## config.mk

```make
export PLATFORM = sky130hd
export DESIGN_NAME = keepalive_session_table
export DESIGN_NICKNAME = d
export VERILOG_FILES = /design/src/sv/kst_pkg.sv /design/src/sv/kst_mem.sv /design/src/sv/kst_ctrl.sv /design/src/sv/kst_out.sv /design/src/sv/keepalive_session_table.sv
export SDC_FILE = /design/constraint.sdc
export NUM_CORES = 2
export LEC_CHECK = 0
export BUFFER_PORTS_ARGS = -buffer_cell sky130_fd_sc_hd__buf_2
export CELL_PAD_IN_SITES_DETAIL_PLACEMENT = 2
export CELL_PAD_IN_SITES_GLOBAL_PLACEMENT = 2
export CORE_ASPECT_RATIO = 1.1
export CORE_MARGIN = 2
export CORE_UTILIZATION = 47
export DETAILED_ROUTE_END_ITERATION = 8
export HOLD_SLACK_MARGIN = 0.08
export PLACE_DENSITY_LB_ADDON = 0.1
export SYNTH_ARGS = -nofsm -noshare
export SYNTH_HDL_FRONTEND = slang
export SYNTH_SLANG_ARGS = --single-unit
export TNS_END_PERCENT = 50
```

## constraint.sdc

```tcl
create_clock -name clk -period 8.49 [get_ports clk]
set_input_delay 0.4245 -clock clk [delete_from_list [all_inputs] [get_ports clk]]
set_output_delay 0.4245 -clock clk [all_outputs]
set_load 0.005 [all_outputs]
```

## src/sv/kst_pkg.sv

```systemverilog
// ----------------------------------------------------------------------------
// kst_pkg
// shared types and codes of the keepalive session table
// ----------------------------------------------------------------------------
`default_nettype none

package kst_pkg;

  // input event codes
  localparam logic [2:0] ACT_CONNECT    = 3'd0;
  localparam logic [2:0] ACT_DISCONNECT = 3'd1;
  localparam logic [2:0] ACT_PONG       = 3'd2;
  localparam logic [2:0] ACT_DEVINFO    = 3'd3;
  localparam logic [2:0] ACT_TICK       = 3'd4;

  // result kinds
  localparam logic [3:0] KIND_PING       = 4'd0;
  localparam logic [3:0] KIND_EXPIRED    = 4'd1;
  localparam logic [3:0] KIND_DISC       = 4'd2;
  localparam logic [3:0] KIND_PONG_OK    = 4'd3;
  localparam logic [3:0] KIND_PONG_UNEXP = 4'd4;
  localparam logic [3:0] KIND_DEVINFO    = 4'd5;
  localparam logic [3:0] KIND_REPEAT     = 4'd6;
  localparam logic [3:0] KIND_NOTCONN    = 4'd7;
  localparam logic [3:0] KIND_SWEEP      = 4'd8;
  localparam logic [3:0] KIND_FULL       = 4'd9;

  // configuration register indexes
  localparam int unsigned CFG_IDX_W = 8;
  localparam logic [CFG_IDX_W-1:0] CFG_PING_WAIT     = 8'd0;
  localparam logic [CFG_IDX_W-1:0] CFG_PING_INTERVAL = 8'd1;

  localparam logic [31:0] RESET_WAIT_MS     = 32'd10000;
  localparam logic [31:0] RESET_INTERVAL_MS = 32'd10000;

  // one table entry: pong flag and time of the last ping
  typedef struct packed {
    logic        pong_seen;
    logic [31:0] ping_time;
  } entry_t;

  // one result beat from the sequencer to the output stage
  typedef struct packed {
    logic       valid;
    logic [3:0] kind;
    logic [4:0] slot;
    logic       last;
  } res_t;

  typedef enum logic [1:0] {
    ST_IDLE,
    ST_EVENT,
    ST_SWEEP,
    ST_DONE
  } state_t;

endpackage

`default_nettype wire

```

## src/sv/kst_mem.sv

```systemverilog
// ----------------------------------------------------------------------------
// kst_mem
// session entry store, one write and one registered read per cycle
// ----------------------------------------------------------------------------
`default_nettype none

module kst_mem #(
  parameter int DEPTH  = 32,
  parameter int ADDR_W = 5
) (
  input  wire                    clk,
  input  wire                    wr_en,
  input  wire [ADDR_W-1:0]       wr_addr,
  input  kst_pkg::entry_t        wr_data,
  input  wire                    rd_en,
  input  wire [ADDR_W-1:0]       rd_addr,
  output kst_pkg::entry_t        rd_data
);

  kst_pkg::entry_t mem [DEPTH];

  // write port
  always_ff @(posedge clk) begin
    if (wr_en) begin
      mem[wr_addr] <= wr_data;
    end
  end

  // read port, registered
  always_ff @(posedge clk) begin
    if (rd_en) begin
      rd_data <= mem[rd_addr];
    end
  end

endmodule

`default_nettype wire

```

## src/sv/kst_ctrl.sv

```systemverilog
// ----------------------------------------------------------------------------
// kst_ctrl
// event sequencer: reads an entry, decides the result, writes it back
// ----------------------------------------------------------------------------
`default_nettype none

module kst_ctrl #(
  parameter int MAX_SESSIONS = 32,
  parameter int IDX_W        = 5
) (
  input  wire               clk,
  input  wire               rst,
  input  wire               in_valid,
  output logic              in_ready,
  input  wire [2:0]         in_action,
  input  wire [4:0]         in_client_id,
  input  wire [31:0]        in_now,
  input  wire [31:0]        wait_limit,
  input  wire [31:0]        ping_gap,
  output logic              rd_en,
  output logic [IDX_W-1:0]  rd_addr,
  input  kst_pkg::entry_t   rd_data,
  output logic              wr_en,
  output logic [IDX_W-1:0]  wr_addr,
  output kst_pkg::entry_t   wr_data,
  output kst_pkg::res_t     res,
  input  wire               res_ready
);

  localparam logic [5:0]       NUM_SLOTS = 6'(MAX_SESSIONS);
  localparam logic [IDX_W-1:0] LAST_IDX  = IDX_W'(MAX_SESSIONS - 1);

  kst_pkg::state_t           state, state_next;
  logic [2:0]                action;
  logic [4:0]                client_id;
  logic [31:0]               now;
  logic [IDX_W-1:0]          cur, cur_next;
  logic [MAX_SESSIONS-1:0]   slot_live, slot_live_next;

  logic                      accept;
  logic                      in_id_ok;
  logic                      id_ok;
  logic [IDX_W-1:0]          id_idx;
  logic                      live_ev;
  logic                      live_sw;
  logic [31:0]               age;
  logic                      wait_over;
  logic                      interval_over;

  assign in_ready  = (state == kst_pkg::ST_IDLE);
  assign accept    = in_valid && in_ready;
  assign in_id_ok  = ({1'b0, in_client_id} < NUM_SLOTS);
  assign id_ok     = ({1'b0, client_id} < NUM_SLOTS);
  assign id_idx    = client_id[IDX_W-1:0];
  assign live_ev   = id_ok && slot_live[id_idx];
  assign live_sw   = slot_live[cur];

  // wrapping age of the last ping
  assign age           = now - rd_data.ping_time;
  assign wait_over     = (age > wait_limit);
  assign interval_over = (age > ping_gap);

  // control registers
  always_ff @(posedge clk) begin
    if (rst) begin
      state     <= kst_pkg::ST_IDLE;
      slot_live <= '0;
    end else begin
      state     <= state_next;
      slot_live <= slot_live_next;
    end
  end

  // item and sweep position
  always_ff @(posedge clk) begin
    if (accept) begin
      action    <= in_action;
      client_id <= in_client_id;
      now       <= in_now;
    end
    cur <= cur_next;
  end

  // next state, memory accesses and result
  always_comb begin
    state_next     = state;
    cur_next       = cur;
    slot_live_next = slot_live;
    rd_en          = 1'b0;
    rd_addr        = cur;
    wr_en          = 1'b0;
    wr_addr        = cur;
    wr_data        = '{pong_seen: 1'b0, ping_time: now};
    res            = '0;

    unique case (state)
      kst_pkg::ST_IDLE: begin
        if (accept) begin
          if (in_action == kst_pkg::ACT_TICK) begin
            rd_en      = 1'b1;
            rd_addr    = '0;
            cur_next   = '0;
            state_next = kst_pkg::ST_SWEEP;
          end else begin
            rd_en      = in_id_ok;
            rd_addr    = in_client_id[IDX_W-1:0];
            state_next = kst_pkg::ST_EVENT;
          end
        end
      end

      kst_pkg::ST_EVENT: begin
        res.slot = client_id;
        res.last = 1'b1;
        wr_addr  = id_idx;
        unique case (action)
          kst_pkg::ACT_CONNECT: begin
            res.valid = 1'b1;
            if (!id_ok) begin
              res.kind = kst_pkg::KIND_FULL;
            end else if (live_ev) begin
              res.kind = kst_pkg::KIND_REPEAT;
            end else begin
              res.kind = kst_pkg::KIND_PING;
              if (res_ready) begin
                wr_en                  = 1'b1;
                slot_live_next[id_idx] = 1'b1;
              end
            end
          end
          kst_pkg::ACT_DISCONNECT: begin
            res.valid = 1'b1;
            res.kind  = live_ev ? kst_pkg::KIND_DISC : kst_pkg::KIND_NOTCONN;
            if (res_ready && live_ev) begin
              slot_live_next[id_idx] = 1'b0;
            end
          end
          kst_pkg::ACT_PONG: begin
            res.valid = 1'b1;
            if (live_ev) begin
              res.kind = rd_data.pong_seen ? kst_pkg::KIND_PONG_UNEXP
                                           : kst_pkg::KIND_PONG_OK;
              wr_en    = res_ready;
              wr_data  = '{pong_seen: 1'b1, ping_time: rd_data.ping_time};
            end else begin
              res.kind = kst_pkg::KIND_NOTCONN;
            end
          end
          kst_pkg::ACT_DEVINFO: begin
            res.valid = 1'b1;
            res.kind  = live_ev ? kst_pkg::KIND_DEVINFO : kst_pkg::KIND_NOTCONN;
          end
          default: begin
            res.valid = 1'b0;
          end
        endcase
        if (!res.valid || res_ready) begin
          state_next = kst_pkg::ST_IDLE;
        end
      end

      kst_pkg::ST_SWEEP: begin
        res.slot = 5'(cur);
        res.last = 1'b0;
        // unanswered ping past the wait limit, or pong back and interval gone
        if (live_sw && !rd_data.pong_seen && wait_over) begin
          res.valid = 1'b1;
          res.kind  = kst_pkg::KIND_EXPIRED;
          if (res_ready) begin
            slot_live_next[cur] = 1'b0;
          end
        end else if (live_sw && rd_data.pong_seen && interval_over) begin
          res.valid = 1'b1;
          res.kind  = kst_pkg::KIND_PING;
          wr_en     = res_ready;
        end
        // move on to the next slot, reading it ahead
        if (!res.valid || res_ready) begin
          if (cur == LAST_IDX) begin
            state_next = kst_pkg::ST_DONE;
          end else begin
            cur_next = cur + 1'b1;
            rd_en    = 1'b1;
            rd_addr  = cur + 1'b1;
          end
        end
      end

      kst_pkg::ST_DONE: begin
        res.valid = 1'b1;
        res.kind  = kst_pkg::KIND_SWEEP;
        res.slot  = '0;
        res.last  = 1'b1;
        if (res_ready) begin
          state_next = kst_pkg::ST_IDLE;
        end
      end

      default: begin
        state_next = kst_pkg::ST_IDLE;
      end
    endcase
  end

endmodule

`default_nettype wire

```

## src/sv/kst_out.sv

```systemverilog
// ----------------------------------------------------------------------------
// kst_out
// output register for result beats
// ----------------------------------------------------------------------------
`default_nettype none

module kst_out (
  input  wire            clk,
  input  wire            rst,
  input  kst_pkg::res_t  res,
  output logic           res_ready,
  output logic           m_tvalid,
  input  wire            m_tready,
  output logic [7:0]     m_tdata,
  output logic [3:0]     m_tuser,
  output logic           m_tlast
);

  logic [4:0] slot;

  assign res_ready = !m_tvalid || m_tready;
  assign m_tdata   = {3'b000, slot};

  // valid flag
  always_ff @(posedge clk) begin
    if (rst) begin
      m_tvalid <= 1'b0;
    end else if (res_ready) begin
      m_tvalid <= res.valid;
    end
  end

  // payload
  always_ff @(posedge clk) begin
    if (res_ready && res.valid) begin
      slot    <= res.slot;
      m_tuser <= res.kind;
      m_tlast <= res.last;
    end
  end

endmodule

`default_nettype wire

```

## src/sv/keepalive_session_table.sv

```systemverilog
// ----------------------------------------------------------------------------
// keepalive_session_table
// ping/pong session table with timer sweep, on stream channels
// ----------------------------------------------------------------------------
// Events come in on the s_ channel: tuser is the event code, tdata carries the
// client slot and the current time in ms. Results leave on the m_ channel:
// tuser is the result kind, tdata the slot, tlast marks the final result of
// an event. Timing registers are written through the cfg_ channel, which is
// always ready; write them only while no event is in flight.
// A control event reads the slot entry from the table memory in its accept
// cycle; the sequencer then places the single result in the output register.
// A timer tick visits every slot in order, one slot per cycle while the
// output register takes results, the read of the next slot overlapping the
// check and write-back of the current one, then gives the sweep-done beat.
// The single table memory port pair sets this pace.
// Reset empties the table and loads both timing registers with 10000 ms; the
// memory needs no clearing, as an entry is only used once its slot is live.
// When m_tready is low the sequence holds in place until the output register
// drains; no result is dropped and s_tready stays low meanwhile.
// ----------------------------------------------------------------------------
`default_nettype none

module keepalive_session_table #(
  parameter int MAX_SESSIONS = 32
) (
  input  wire                            clk,
  input  wire                            rst,
  input  wire                            s_tvalid,
  output logic                           s_tready,
  input  wire [39:0]                     s_tdata,   // client_id[4:0], now_ms[36:5]
  input  wire [2:0]                      s_tuser,   // action[2:0]
  output logic                           m_tvalid,
  input  wire                            m_tready,
  output logic [7:0]                     m_tdata,   // slot[4:0]
  output logic [3:0]                     m_tuser,   // kind[3:0]
  output logic                           m_tlast,
  input  wire                            cfg_valid,
  output logic                           cfg_ready,
  input  wire [kst_pkg::CFG_IDX_W-1:0]   cfg_index,
  input  wire [31:0]                     cfg_data
);

  localparam int IDX_W = (MAX_SESSIONS > 1) ? $clog2(MAX_SESSIONS) : 1;

  logic [31:0]        wait_limit;
  logic [31:0]        ping_gap;
  logic               rd_en;
  logic [IDX_W-1:0]   rd_addr;
  kst_pkg::entry_t    rd_data;
  logic               wr_en;
  logic [IDX_W-1:0]   wr_addr;
  kst_pkg::entry_t    wr_data;
  kst_pkg::res_t      res;
  logic               res_ready;

  assign cfg_ready = 1'b1;

  // timing registers
  always_ff @(posedge clk) begin
    if (rst) begin
      wait_limit <= kst_pkg::RESET_WAIT_MS;
      ping_gap   <= kst_pkg::RESET_INTERVAL_MS;
    end else if (cfg_valid && cfg_ready) begin
      if (cfg_index == kst_pkg::CFG_PING_WAIT) begin
        wait_limit <= cfg_data;
      end else if (cfg_index == kst_pkg::CFG_PING_INTERVAL) begin
        ping_gap <= cfg_data;
      end
    end
  end

  kst_ctrl #(
    .MAX_SESSIONS (MAX_SESSIONS),
    .IDX_W        (IDX_W)
  ) u_ctrl (
    .clk          (clk),
    .rst          (rst),
    .in_valid     (s_tvalid),
    .in_ready     (s_tready),
    .in_action    (s_tuser),
    .in_client_id (s_tdata[4:0]),
    .in_now       (s_tdata[36:5]),
    .wait_limit   (wait_limit),
    .ping_gap     (ping_gap),
    .rd_en        (rd_en),
    .rd_addr      (rd_addr),
    .rd_data      (rd_data),
    .wr_en        (wr_en),
    .wr_addr      (wr_addr),
    .wr_data      (wr_data),
    .res          (res),
    .res_ready    (res_ready)
  );

  kst_mem #(
    .DEPTH  (MAX_SESSIONS),
    .ADDR_W (IDX_W)
  ) u_mem (
    .clk     (clk),
    .wr_en   (wr_en),
    .wr_addr (wr_addr),
    .wr_data (wr_data),
    .rd_en   (rd_en),
    .rd_addr (rd_addr),
    .rd_data (rd_data)
  );

  kst_out u_out (
    .clk       (clk),
    .rst       (rst),
    .res       (res),
    .res_ready (res_ready),
    .m_tvalid  (m_tvalid),
    .m_tready  (m_tready),
    .m_tdata   (m_tdata),
    .m_tuser   (m_tuser),
    .m_tlast   (m_tlast)
  );

endmodule

`default_nettype wire

```

==> out/results.ini <==
[place]
dp_hpwl_um = 120000
pre_cts_slack_ps = -268
dp_cells = 5096
portBuffers = 96
dpl_cell_area_um2 = 58000
gp_congestion = 0.858

[clock_network]
htreeDepth = 4
clock_latency_ps = 780
cts_tree = yes
cts_made_buffers = 135
clk_path_buf_depth = 3
clk_pin_slew_ps = 70
cts.sinks = 1243
root_buffer = clkbuf_16

[floorplanning]
core_um2 = 112000
dieWidth_um = 325
rows = 129
dieHeight_um = 357
initial_utilization = 0.474
io_pins = 104
die_area_um2 = 116000

[synth]
post-synth-top-count-cell = edfxtp_1
syn_area_um2 = 53200
synth_edf_count = 1144
ys_seq_area_frac = 0.683
avgSynthCellArea_um2 = 15.3
synth-seq-cells = 1243
synthDistinctLibCells = 82
synth_top_cell_by_area = edfxtp_1
ys_top_cells_by_area = edfxtp_1, mux4_2, mux2i_1
async_flop_share = 0
synth_top_area_share = 0.645
synth_flop_cell = edfxtp_1
synthTopCellsByCount = edfxtp_1, nand2_1, mux2i_1
syn_inst = 3473
yosys_warnings = 0

[sta]
rsz0062_at_grt = yes
max_freq_mhz = 119
setup_violations = 0
final-hold-violation-count = 0
max_slew_margin = 0.101
fin_hold_ws_ps = 179
min_period_over_period = 0.988
clock_skew_ps = 36.0
worstMarginPinSlew_ps = 1340
fin_crit_ps = 8390
setup_ws_ps = 99.9
tns_ps = 0
slew_violations = 0

[worst_setup_path]
cp-end-kind = flip-flop
reg2reg_slack_ps = 100
cp-startpoint = u_mem.rd_data[12]
slowest_stage = mux4_2
crit_fanout = 25
critPathKind = reg -> reg
slowest_delay_ps = 560
start_kind = flip-flop
critPathArrivalTime_ps = 8880
ff2ff_path_depth = 30
cpMostUsedCell = buf_4
r2r_start = u_mem.rd_data[12]
worstReg2RegEnd = u_mem.rd_data[16]
cp.required_ps = 8980

[detailed_routing]
wl_um = 220000
viasPerCell = 6.80
num_vias = 36921
dr.pass1.iters = 6
wl_per_cell_um = 40.6
drc = 0
drt_iter0_markers = 5038
ant_nets = 0

[layout]
utilization = 0.564
nFillCells = 9775
design_area_um2 = 63400
finalNetCount = 4008
syn2layout_area_growth_pct = 19.0
drive_gt1_frac = 0.216
final_cell_count_no_fill = 5427

[pwr]
ir_drop_v = 0.000230
leakage_nw = 22.0
p_per_area_nw_per_um2 = 356
finalPower_mw = 22.6

[outcome]
status = finished clean

[global_routing]
antenna_found_initial = 7
track_usage = 0.373
grt_pass1_vias = 39455
grt_pass1_wl_um = 307000
grt_max_degree = 100
grt_overflow = 0

[hold_path]
worstHoldEndpoint = u_out.m_tvalid
whs_path_depth = 3
min-delay-start = m_tready
min_path_type = in -> reg

[flow_run]
maxCapViolCount = 0

-- placed cells by master (no fill, tap or decap), types with 25 or more instances in the layout --
cell	n
xnor2_1	26
inv_1	180
a221oi_2	26
a211o_1	71
a2111oi_0	35
o221ai_1	34
nand3_1	87
mux4_2	146
clkbuf_1	28
a21oi_1	146
buf_4	171
dlygate4sd3_1	72
nand2_1	240
buf_2	96
clkinv_1	25
and3_1	81
a32o_1	33
dfxtp_1	99
o21ai_0	55
nor2_4	37
a211oi_1	39
nor2_1	47
a22oi_1	95
edfxtp_1	1144
o21ai_2	25
clkbuf_16	140
ha_1	103
buf_12	90
mux2i_1	195
nand4_1	81
-- where the power goes --
| group | switching, mW | leakage [nW] | internal [mW] |
|---|---|---|---|
| Clock | 2.75 | 2.08 | 3.29 |
| Sequential | 0.194 | 11.2 | 7.18 |
| Combinational | 5.80 | 8.71 | 3.37 |
| Total | 8.74 | 22.0 | 13.8 |
-- critical path: cells and delay by family, from the launching register on --
kind,cells,cell delay [ps]
adders and majority gates,2,760
DFF,1,390
muxes,1,560
AOI/OAI and AO/OA,15,3720
buffers and inverters,6,1340
xor gates and xnor gates,1,300
and+or+nand+nor,5,930
-- final cells by class --
class	count	area, um2	share of cell area
antenna	2	5.00	0.0000790
inverter	181	679	0.0107
tap	1506	1880	0.0297
sequential	1243	36300	0.573
clock buffer	171	3640	0.0574
multi-input combinational	1824	15900	0.251
clock inverter	70	596	0.00940
timing repair buffer	430	4310	0.0680
-- layer usage --
metal  part of all wire  wire length (um)  vias up  track usage
met3              0.083             18300      612       0.0722
met1               0.37             81200    19511        0.461
met5            0.00010                23        -            0
li1                   -                 -    14409            -
met4              0.059             13000        4        0.207
met2               0.49            108000     2385        0.622
-- worst max-delay path by stage --
| stage | slack (ps) | cells after the start | end |
|---|---|---|---|
| 2_1_floorplan | 1690 | 27 | u_mem.mem[12][0] |
| 3_3_place_gp | 90 | 33 | u_mem.rd_data[29] |
| 3_5_place_dp | -270 | 34 | u_mem.rd_data[29] |
| 4_1_cts | 20 | 32 | u_mem.rd_data[31] |
| 5_1_grt | -40 | 30 | u_mem.rd_data[16] |
| 6_report | 100 | 30 | u_mem.rd_data[16] |
-- registers in the layout, indices dropped and copies added (netlist names), 2 cells and up, named ones only --
name / flops
u_mem.mem: 1056
u_mem.rd_data: 33
ping_gap: 32
u_ctrl.now: 32
wait_limit: 32
u_ctrl.client_id: 5
u_ctrl.cur: 5
u_out.slot: 5
u_out.m_tuser: 4
u_ctrl.action: 3
u_ctrl.state: 2
-- timing repair --
item,CTS,global route
cloned,0,1
setup endpoints to repair,33,290
pin swaps,0,11
setup buffers,1,12
endpoints found under the hold margin,104,0
resized for setup,8,23
hold buffers,72,0
-- kinds of logic after synthesis --
| kind of cell | count (synthesis) | synth area share |
|---|---|---|
| compound gates | 677 | 0.0942 |
| mux | 347 | 0.0996 |
| simple gates | 659 | 0.0607 |
| flops | 1243 | 0.683 |
| xor+xnor | 32 | 0.00526 |
| fa+ha+maj | 105 | 0.0248 |
| other cells | 2 | 0.000141 |
| buf+inv | 408 | 0.0327 |
Power figures use the tool's default switching activity.
